===== src/ddt_pkg.sv =====
// Package of the drawdown tracker: widths, word types, status codes and the
// controller command and status groups. No dependencies.
`default_nettype none

package ddt_pkg;

	localparam int RET_W   = 32;
	localparam int VAL_W   = 45;
	localparam int TOT_W   = 58;
	localparam int CNT_W   = 13;
	localparam int DVD_W   = 57;
	localparam int MAX_OBS_DEFAULT = 4096;

	typedef enum logic [1:0] {
		STATUS_OK       = 2'd0,
		STATUS_SHORT    = 2'd1,
		STATUS_OVERFLOW = 2'd2
	} status_t;

	typedef struct packed {
		logic signed [RET_W-1:0] sample_return;
		logic                    is_last;
	} in_word_t;

	typedef struct packed {
		logic signed [VAL_W-1:0] drawdown;
		logic [VAL_W-1:0]        worst_drawdown;
		logic [VAL_W-1:0]        mean_drawdown;
		logic [CNT_W-1:0]        peak_index;
		logic [CNT_W-1:0]        trough_index;
		logic [CNT_W-1:0]        recovery_index;
		logic [CNT_W-1:0]        drawdown_duration;
		logic [CNT_W-1:0]        sample_count;
		logic [1:0]              status;
		logic                    last_result;
	} out_word_t;

	typedef struct packed {
		logic accept;
		logic update;
		logic load_out;
		logic with_avg;
		logic clear;
		logic div_start;
	} ctrl_cmd_t;

	typedef struct packed {
		logic last;
		logic div_done;
	} ctrl_sts_t;

endpackage

`default_nettype wire


===== src/ddt_div.sv =====
// Restoring divider for the average drawdown: one quotient bit per cycle.
// Depends on ddt_pkg for the operand widths.
`default_nettype none

module ddt_div (
	input  wire logic                     clk,
	input  wire logic                     arst_n,
	input  wire logic                     start,
	input  wire logic [ddt_pkg::DVD_W-1:0] dividend,
	input  wire logic [ddt_pkg::CNT_W-1:0] divisor,
	output logic                          done,
	output logic [ddt_pkg::DVD_W-1:0]      quotient
);
	import ddt_pkg::*;

	localparam int STEP_W = $clog2(DVD_W + 1);

	logic [DVD_W-1:0]  dvd_q;
	logic [CNT_W-1:0]  rem_q;
	logic [CNT_W-1:0]  dsr_q;
	logic [STEP_W-1:0] step_q;
	logic              run_q;
	logic              done_q;

	logic [CNT_W:0]    shifted;
	logic [CNT_W:0]    trial;
	logic              qbit;

	always_comb begin
		shifted = {rem_q, dvd_q[DVD_W-1]};
		trial   = shifted - {1'b0, dsr_q};
		qbit    = !trial[CNT_W];
	end

	always_ff @(posedge clk or negedge arst_n) begin
		if (!arst_n) begin
			run_q  <= 1'b0;
			done_q <= 1'b0;
			step_q <= '0;
		end else begin
			done_q <= 1'b0;
			if (start) begin
				run_q  <= 1'b1;
				step_q <= STEP_W'(DVD_W);
			end else if (run_q) begin
				step_q <= step_q - 1'b1;
				if (step_q == STEP_W'(1)) begin
					run_q  <= 1'b0;
					done_q <= 1'b1;
				end
			end
		end
	end

	// The partial remainder always stays below the divisor, so it fits in CNT_W bits.
	always_ff @(posedge clk) begin
		if (start) begin
			dvd_q <= dividend;
			rem_q <= '0;
			dsr_q <= divisor;
		end else if (run_q) begin
			rem_q <= qbit ? trial[CNT_W-1:0] : shifted[CNT_W-1:0];
			dvd_q <= {dvd_q[DVD_W-2:0], qbit};
		end
	end

	assign done     = done_q;
	assign quotient = dvd_q;

endmodule

`default_nettype wire


===== src/ddt_dp.sv =====
// Datapath of the drawdown tracker: series state, the output register and
// the divider for the average. Depends on ddt_pkg and ddt_div.
`default_nettype none

module ddt_dp #(
	parameter int MAX_OBS = ddt_pkg::MAX_OBS_DEFAULT
) (
	input  wire logic               clk,
	input  wire logic               arst_n,
	input  wire ddt_pkg::in_word_t  in_data,
	input  wire ddt_pkg::ctrl_cmd_t cmd,
	output ddt_pkg::ctrl_sts_t      sts,
	output ddt_pkg::out_word_t      out_data
);
	import ddt_pkg::*;

	logic signed [VAL_W-1:0] cum_q, peak_q, plevel_q, last_dd_q;
	logic [VAL_W-1:0]        deep_q;
	logic signed [TOT_W-1:0] total_q;
	logic [CNT_W-1:0]        peak_idx_q, trough_q, ppos_q, rec_q, cnt_q;
	logic                    rec_vld_q, ovf_q, last_q, drop_q, first_q;
	out_word_t               out_q;

	logic signed [VAL_W-1:0] ret_ext;
	logic signed [VAL_W-1:0] diff;
	logic signed [VAL_W-1:0] dd;
	logic [VAL_W-1:0]        mag;
	logic                    ge, deeper, regained;
	logic [TOT_W-1:0]        neg_total;
	logic [DVD_W-1:0]        quotient;
	logic                    div_done;
	status_t                 status;

	always_comb begin
		ret_ext   = {{(VAL_W-RET_W){in_data.sample_return[RET_W-1]}}, in_data.sample_return};
		diff      = cum_q - peak_q;
		ge        = first_q || !diff[VAL_W-1];
		dd        = ge ? '0 : diff;
		mag       = '0 - dd;
		deeper    = mag > deep_q;
		regained  = !rec_vld_q && (cnt_q > trough_q) && (cum_q >= plevel_q);
		neg_total = '0 - total_q;
		if (ovf_q) begin
			status = STATUS_OVERFLOW;
		end else if (cnt_q < CNT_W'(2)) begin
			status = STATUS_SHORT;
		end else begin
			status = STATUS_OK;
		end
	end

	ddt_div u_div (
		.clk      (clk),
		.arst_n   (arst_n),
		.start    (cmd.div_start),
		.dividend (neg_total[DVD_W-1:0]),
		.divisor  (cnt_q),
		.done     (div_done),
		.quotient (quotient)
	);

	always_ff @(posedge clk or negedge arst_n) begin
		if (!arst_n) begin
			cum_q      <= '0;
			peak_q     <= '0;
			peak_idx_q <= '0;
			deep_q     <= '0;
			trough_q   <= '0;
			ppos_q     <= '0;
			plevel_q   <= '0;
			rec_q      <= '0;
			rec_vld_q  <= 1'b0;
			total_q    <= '0;
			cnt_q      <= '0;
			ovf_q      <= 1'b0;
			last_dd_q  <= '0;
			last_q     <= 1'b0;
			drop_q     <= 1'b0;
			first_q    <= 1'b0;
		end else if (cmd.clear) begin
			// The series has ended: the next word starts from the reset state.
			cum_q      <= '0;
			peak_q     <= '0;
			peak_idx_q <= '0;
			deep_q     <= '0;
			trough_q   <= '0;
			ppos_q     <= '0;
			plevel_q   <= '0;
			rec_vld_q  <= 1'b0;
			total_q    <= '0;
			cnt_q      <= '0;
			ovf_q      <= 1'b0;
			last_dd_q  <= '0;
		end else if (cmd.accept) begin
			last_q  <= in_data.is_last;
			drop_q  <= (cnt_q == CNT_W'(MAX_OBS));
			first_q <= (cnt_q == '0);
			if (cnt_q == CNT_W'(MAX_OBS)) begin
				ovf_q <= 1'b1;
			end else if (cnt_q == '0) begin
				cum_q <= ret_ext;
			end else begin
				cum_q <= cum_q + ret_ext;
			end
		end else if (cmd.update && !drop_q) begin
			if (ge) begin
				peak_q     <= cum_q;
				peak_idx_q <= cnt_q;
			end
			if (first_q) begin
				plevel_q <= cum_q;
			end
			last_dd_q <= dd;
			total_q   <= total_q + {{(TOT_W-VAL_W){dd[VAL_W-1]}}, dd};
			// A new deepest drawdown never coincides with a new peak, so the
			// stored peak is still the one before this trough.
			if (deeper) begin
				deep_q    <= mag;
				trough_q  <= cnt_q;
				ppos_q    <= peak_idx_q;
				plevel_q  <= peak_q;
				rec_vld_q <= 1'b0;
			end else if (regained) begin
				rec_q     <= cnt_q;
				rec_vld_q <= 1'b1;
			end
			cnt_q <= cnt_q + 1'b1;
		end
	end

	always_ff @(posedge clk) begin
		if (cmd.load_out) begin
			out_q.drawdown          <= last_dd_q;
			out_q.worst_drawdown    <= deep_q;
			out_q.mean_drawdown     <= cmd.with_avg ? quotient[VAL_W-1:0] : '0;
			out_q.peak_index        <= ppos_q;
			out_q.trough_index      <= trough_q;
			out_q.recovery_index    <= rec_vld_q ? rec_q : cnt_q;
			out_q.drawdown_duration <= (trough_q > ppos_q) ? (trough_q - ppos_q) : '0;
			out_q.sample_count      <= cnt_q;
			out_q.status            <= status;
			out_q.last_result       <= last_q;
		end
	end

	assign sts.last     = last_q;
	assign sts.div_done = div_done;
	assign out_data     = out_q;

endmodule

`default_nettype wire


===== src/ddt_ctrl.sv =====
// Controller of the drawdown tracker: sequences accept, update, result load
// and the divide for the last word. Depends on ddt_pkg.
`default_nettype none

module ddt_ctrl (
	input  wire logic               clk,
	input  wire logic               arst_n,
	input  wire logic               in_valid,
	output logic                    in_stall,
	output logic                    out_valid,
	input  wire logic               out_stall,
	input  wire ddt_pkg::ctrl_sts_t sts,
	output ddt_pkg::ctrl_cmd_t      cmd
);
	import ddt_pkg::*;

	typedef enum logic [3:0] {
		ST_IDLE = 4'b0001,
		ST_UPD  = 4'b0010,
		ST_RES  = 4'b0100,
		ST_DIV  = 4'b1000
	} state_t;

	state_t state_q, state_d;
	logic   out_valid_q;
	logic   accept;

	// A word is taken only when the output register is empty or emptying now,
	// so the result slot is free when this word's result is loaded.
	assign in_stall = !((state_q == ST_IDLE) && (!out_valid_q || !out_stall));
	assign accept   = in_valid && !in_stall;

	always_comb begin
		state_d = state_q;
		cmd     = '0;
		unique case (state_q)
			ST_IDLE: begin
				cmd.accept = accept;
				if (accept) begin
					state_d = ST_UPD;
				end
			end
			ST_UPD: begin
				cmd.update = 1'b1;
				state_d    = ST_RES;
			end
			ST_RES: begin
				if (sts.last) begin
					cmd.div_start = 1'b1;
					state_d       = ST_DIV;
				end else begin
					cmd.load_out = 1'b1;
					state_d      = ST_IDLE;
				end
			end
			ST_DIV: begin
				if (sts.div_done) begin
					cmd.load_out = 1'b1;
					cmd.with_avg = 1'b1;
					cmd.clear    = 1'b1;
					state_d      = ST_IDLE;
				end
			end
			default: begin
				state_d = ST_IDLE;
			end
		endcase
	end

	always_ff @(posedge clk or negedge arst_n) begin
		if (!arst_n) begin
			state_q     <= ST_IDLE;
			out_valid_q <= 1'b0;
		end else begin
			state_q <= state_d;
			if (cmd.load_out) begin
				out_valid_q <= 1'b1;
			end else if (!out_stall) begin
				out_valid_q <= 1'b0;
			end
		end
	end

	assign out_valid = out_valid_q;

endmodule

`default_nettype wire


===== src/drawdown_tracker_core.sv =====
// Drawdown tracker top level: joins the controller and the datapath.
// Depends on ddt_pkg, ddt_ctrl and ddt_dp.
//
// Input channel in_valid/in_stall/in_data carries one Q8.24 return per word
// together with the end-of-series mark. Every accepted word yields exactly one
// result word on out_valid/out_stall/out_data, in order.
// A word that does not end the series is handled in order once it is
// accepted: the accept adds the return to the cumulative sum, the update
// step updates peak, trough and recovery, and the result step loads the
// output register. The next word can be taken once that result is in the
// output register, so the block works on one word at a time.
// The word that ends the series also runs the restoring divider for the
// average drawdown, one quotient bit per cycle over 57 bits, before its
// result is loaded. The series state then returns to its reset values and
// the next word begins a new series.
// When the receiver stalls, the result holds in the output register and no
// further word is taken until the register is emptied.
// Reset clears all control and series state at once; there is no clearing
// pass, and in_stall is low as soon as reset is released.
`default_nettype none

module drawdown_tracker_core #(
	parameter int MAX_OBS = ddt_pkg::MAX_OBS_DEFAULT
) (
	input  wire logic              clk,
	input  wire logic              arst_n,
	input  wire logic              in_valid,
	output logic                   in_stall,
	input  wire ddt_pkg::in_word_t in_data,
	output logic                   out_valid,
	input  wire logic              out_stall,
	output ddt_pkg::out_word_t     out_data
);
	import ddt_pkg::*;

	ctrl_cmd_t cmd;
	ctrl_sts_t sts;

	ddt_ctrl u_ctrl (
		.clk       (clk),
		.arst_n    (arst_n),
		.in_valid  (in_valid),
		.in_stall  (in_stall),
		.out_valid (out_valid),
		.out_stall (out_stall),
		.sts       (sts),
		.cmd       (cmd)
	);

	ddt_dp #(
		.MAX_OBS (MAX_OBS)
	) u_dp (
		.clk      (clk),
		.arst_n   (arst_n),
		.in_data  (in_data),
		.cmd      (cmd),
		.sts      (sts),
		.out_data (out_data)
	);

endmodule

`default_nettype wire


===== config.mk =====
export PLATFORM = sky130hd
export DESIGN_NAME = drawdown_tracker_core
export DESIGN_NICKNAME = d
export VERILOG_FILES = /design/src/ddt_pkg.sv /design/src/ddt_div.sv /design/src/ddt_dp.sv /design/src/ddt_ctrl.sv /design/src/drawdown_tracker_core.sv
export SDC_FILE = /design/constraint.sdc
export NUM_CORES = 2
export LEC_CHECK = 0
export BUFFER_PORTS_ARGS = -buffer_cell sky130_fd_sc_hd__buf_2
export CORE_MARGIN = 10
export CORE_UTILIZATION = 56
export CTS_BUF_LIST = sky130_fd_sc_hd__clkbuf_4 sky130_fd_sc_hd__clkbuf_8 sky130_fd_sc_hd__clkbuf_16
export DETAILED_ROUTE_END_ITERATION = 8
export PLACE_DENSITY_LB_ADDON = 0.3
export SETUP_SLACK_MARGIN = 0.2
export SKIP_CTS_REPAIR_TIMING = 1
export SLEW_MARGIN = 10
export SYNTH_ARGS = -nofsm -noshare
export SYNTH_HDL_FRONTEND = slang
export SYNTH_SLANG_ARGS = --single-unit

===== constraint.sdc =====
create_clock -name clk -period 15.75 [get_ports clk]
set_clock_uncertainty 0.2 [all_clocks]
set_input_delay 0.7875 -clock clk [delete_from_list [all_inputs] [get_ports clk]]
set_output_delay 0.7875 -clock clk [all_outputs]
set_load 0.005 [all_outputs]

==> summary.txt <==
STA
  – Hold slack final: 0.0360 ns
  – Setup Viol. Count Final: 0
  – Min Tclk post-route: 9.84 ns
  – Max_slew headroom: 23.0%
  – Final hold viol count: 0
  – Fin crit share: 62.5%
  – Worst Max-Slew Pin Slew: 1.15 ns
  – Slew Viols, Final: 0
  – RSZ-0062 raised after global routing: false
  – Setup TNS: 0 ns
  – Fmax: 0.102 GHz

Drt
  – DRT Wirelength: 102,000 um
  – DR WL/cell: 19.5 um
  – # DRC: 0
  – First-pass DRT Iterations: 5
  – DR vias: 31,200
  – Via density: 5.95
  – Routed Antenna Nets: 0
  – Iteration-0 DRC Markers: 2,513

CTS
  – CTS tree: yes
  – Clk_lat worst skew: 0.63 ns
  – CTS Buffer Depth: 3
  – Clock root cell: clkbuf_16
  – Clock H-tree levels: 3
  – Total CTS buffers: 70
  – Clk pin slew, worst setup/hold paths: 0.06 ns
  – Clock sinks: 651

Logic synthesis
  – Count leader, synth: nand2_1
  – Number of enable flip-flop cells after synthesis: 273
  – Async S/R FF share, synth: 56.1%
  – Area share of the largest cell type after synthesis: 23.5%
  – Distinct cells, synth: 92
  – Synth warnings: 0
  – Top cells by area, synth: dfrtp_1, edfxtp_1, ha_1, o21ai_0, nand2_1
  – FF+latch count, synth: 651
  – Synth top cells by count: nand2_1, dfrtp_1, o21ai_0
  – Sequential area share after synthesis: 45.5%
  – Synth Flop Type: dfrtp_1
  – Mapped cell area: 38,700 um^2
  – Syn nets: 4,409
  – Syn Inst Count: 4,088
  – Syn Area/Cell: 9.46 um^2
  – Yosys top cell by area: dfrtp_1

Global routing
  – Total gr overflow: 0
  – First-pass GRT wire length: 162,000 um
  – Largest net degree at the start of global routing: 175
  – Initial antenna violation count: 5
  – Overall global routing resource usage: 25.2%
  – Vias in the first global route: 29,800

Final layout
  – Area growth syn-to-layout: 11.6%
  – Layout Nets: 4,574
  – Ratio of cells with drive above 1 in the final layout: 11.1%
  – Inserted Diodes: 0
  – Design area: 43,200 um^2
  – Fin util: 62.9%

Floorplanning
  – Num rows: 96
  – DIE WIDTH: 283 um
  – DIE AREA: 80,000 um^2
  – Ports: 242
  – Die Height: 283 um
  – Core area: 68,600 um^2
  – Starting Density: 56.4%

Worst setup path
  – CP Max Fanout: 90
  – CP max stage cell: nor4_1
  – Crit path kind: reg -> reg
  – Arr. time, crit path: 10.16 ns
  – Largest stage delay, worst path: 0.60 ns
  – Crit end category: flip-flop
  – Crit path required time: 16.07 ns
  – CP Launch Type: flip-flop

Run status
  – Outcome: finished clean

Placed design
  – GP Congestion: 0.930
  – Post-Place Cell Area: 40,700 um^2
  – DP HPWL: 74,600 um
  – Port bufs: 241

Flow run
  – Max Cap Viol: 0

Min path
  – Worst Hold Class: in -> async
worst max-delay path: cells and delay by family, from the launching register on:
kind / cells / cell delay (ns)
AND/OR/NAND/NOR: 9 / 2.64
adder cells (fa/ha/maj): 3 / 0.89
multiplexers: 2 / 0.51
flip-flops: 1 / 0.46
AO/OA/AOI/OAI: 11 / 3.33
buffers and inverters: 8 / 1.63
stage by stage:
stage | setup slack, ns | std cells
after floorplan | 5.84 | 4088
after global placement | 6.49 | 5112
after detailed placement | 6.19 | 5112
after CTS | 6.14 | 5239
after global routing | 5.26 | 5239
final | 5.91 | 5239
registers in the layout, indices dropped and copies added (netlist names), 4 cells and up:
signal,count
u_dp.peak_q,45
u_dp.deep_q,45
u_dp.u_div.quotient,57
u_dp.plevel_q,45
u_dp.cnt_q,13
u_dp.ppos_q,13
u_dp.u_div.rem_q,13
u_ctrl.state_q,4
u_dp.u_div.step_q,6
u_dp.trough_q,13
u_dp.total_q,57
u_dp.out_data,203
u_dp.cum_q,45
u_dp.rec_q,13
u_dp.last_dd_q,45
u_dp.peak_idx_q,13
u_dp.u_div.dsr_q,13
path summary, 6_finish.rpt:
check                                       endpoint  slack, ns  depth (start not counted)               start
worst max-delay path                u_dp.plevel_q[0]       5.91                         33      u_dp.cum_q[17]
worst min-delay path            u_dp.u_div.step_q[4]       0.04                          1              arst_n
worst max register to register      u_dp.plevel_q[0]       5.91                         33      u_dp.cum_q[17]
worst min register to register    u_dp.out_data[175]       0.24                          0  u_dp.last_dd_q[17]
max in group asynchronous             u_dp.cum_q[17]      13.02                          3              arst_n
min in group clk                         u_dp.last_q       0.20                          3          in_data[0]
final cells by class:
type	count	area, um^2
clock buffer	99	2090
timing repair buffer	271	1450
tap	931	1160
clock inverter	28	343
multi-input combinational	2986	19500
inverter	273	1020
fill	5660	25400
sequential	651	17600
cell families after synthesis:
family | Yosys count | share of synthesized area [%]
simple gates | 1279 | 15.7
compound gates | 1149 | 18.8
flops | 651 | 45.5
buf+inv | 451 | 4.39
fa+ha+maj | 284 | 9.28
xor+xnor | 236 | 5.38
mux | 38 | 1.04
routing by layer:
| layer | vias up | GRT usage (%) | routed length [um] |
|---|---|---|---|
| met2 | 1035 | 40.5 | 47000 |
| met4 | 2 | 9.02 | 3330 |
| li1 | 15000 | - | - |
| met1 | 14900 | 34.7 | 45300 |
| met3 | 198 | 3.35 | 6730 |
| met5 | - | 0 | 12 |
placed cells by master (no fill, tap or decap), drive strengths merged, types with 14 or more instances in the layout:
master,count
clkbuf,99
xor2,103
buf,271
mux2i,21
o31ai,137
or3,35
and3,26
inv,278
a211oi,23
nor2,275
clkinv,14
mux2,17
o211ai,15
o21ai,349
nand4,48
dfrtp,364
a22o,34
o21bai,19
edfxtp,273
nand2b,38
ha,279
a21o,128
and2,80
nand2,451
nand3,138
xnor2,133
or2,18
a31oi,29
a21oi,265
o21a,32
nor4,29
a21boi,16
nor2b,26
nor3,67
Power is not shown: default switching activity piles up to over one toggle a cycle in this logic, so the estimate is an artifact.
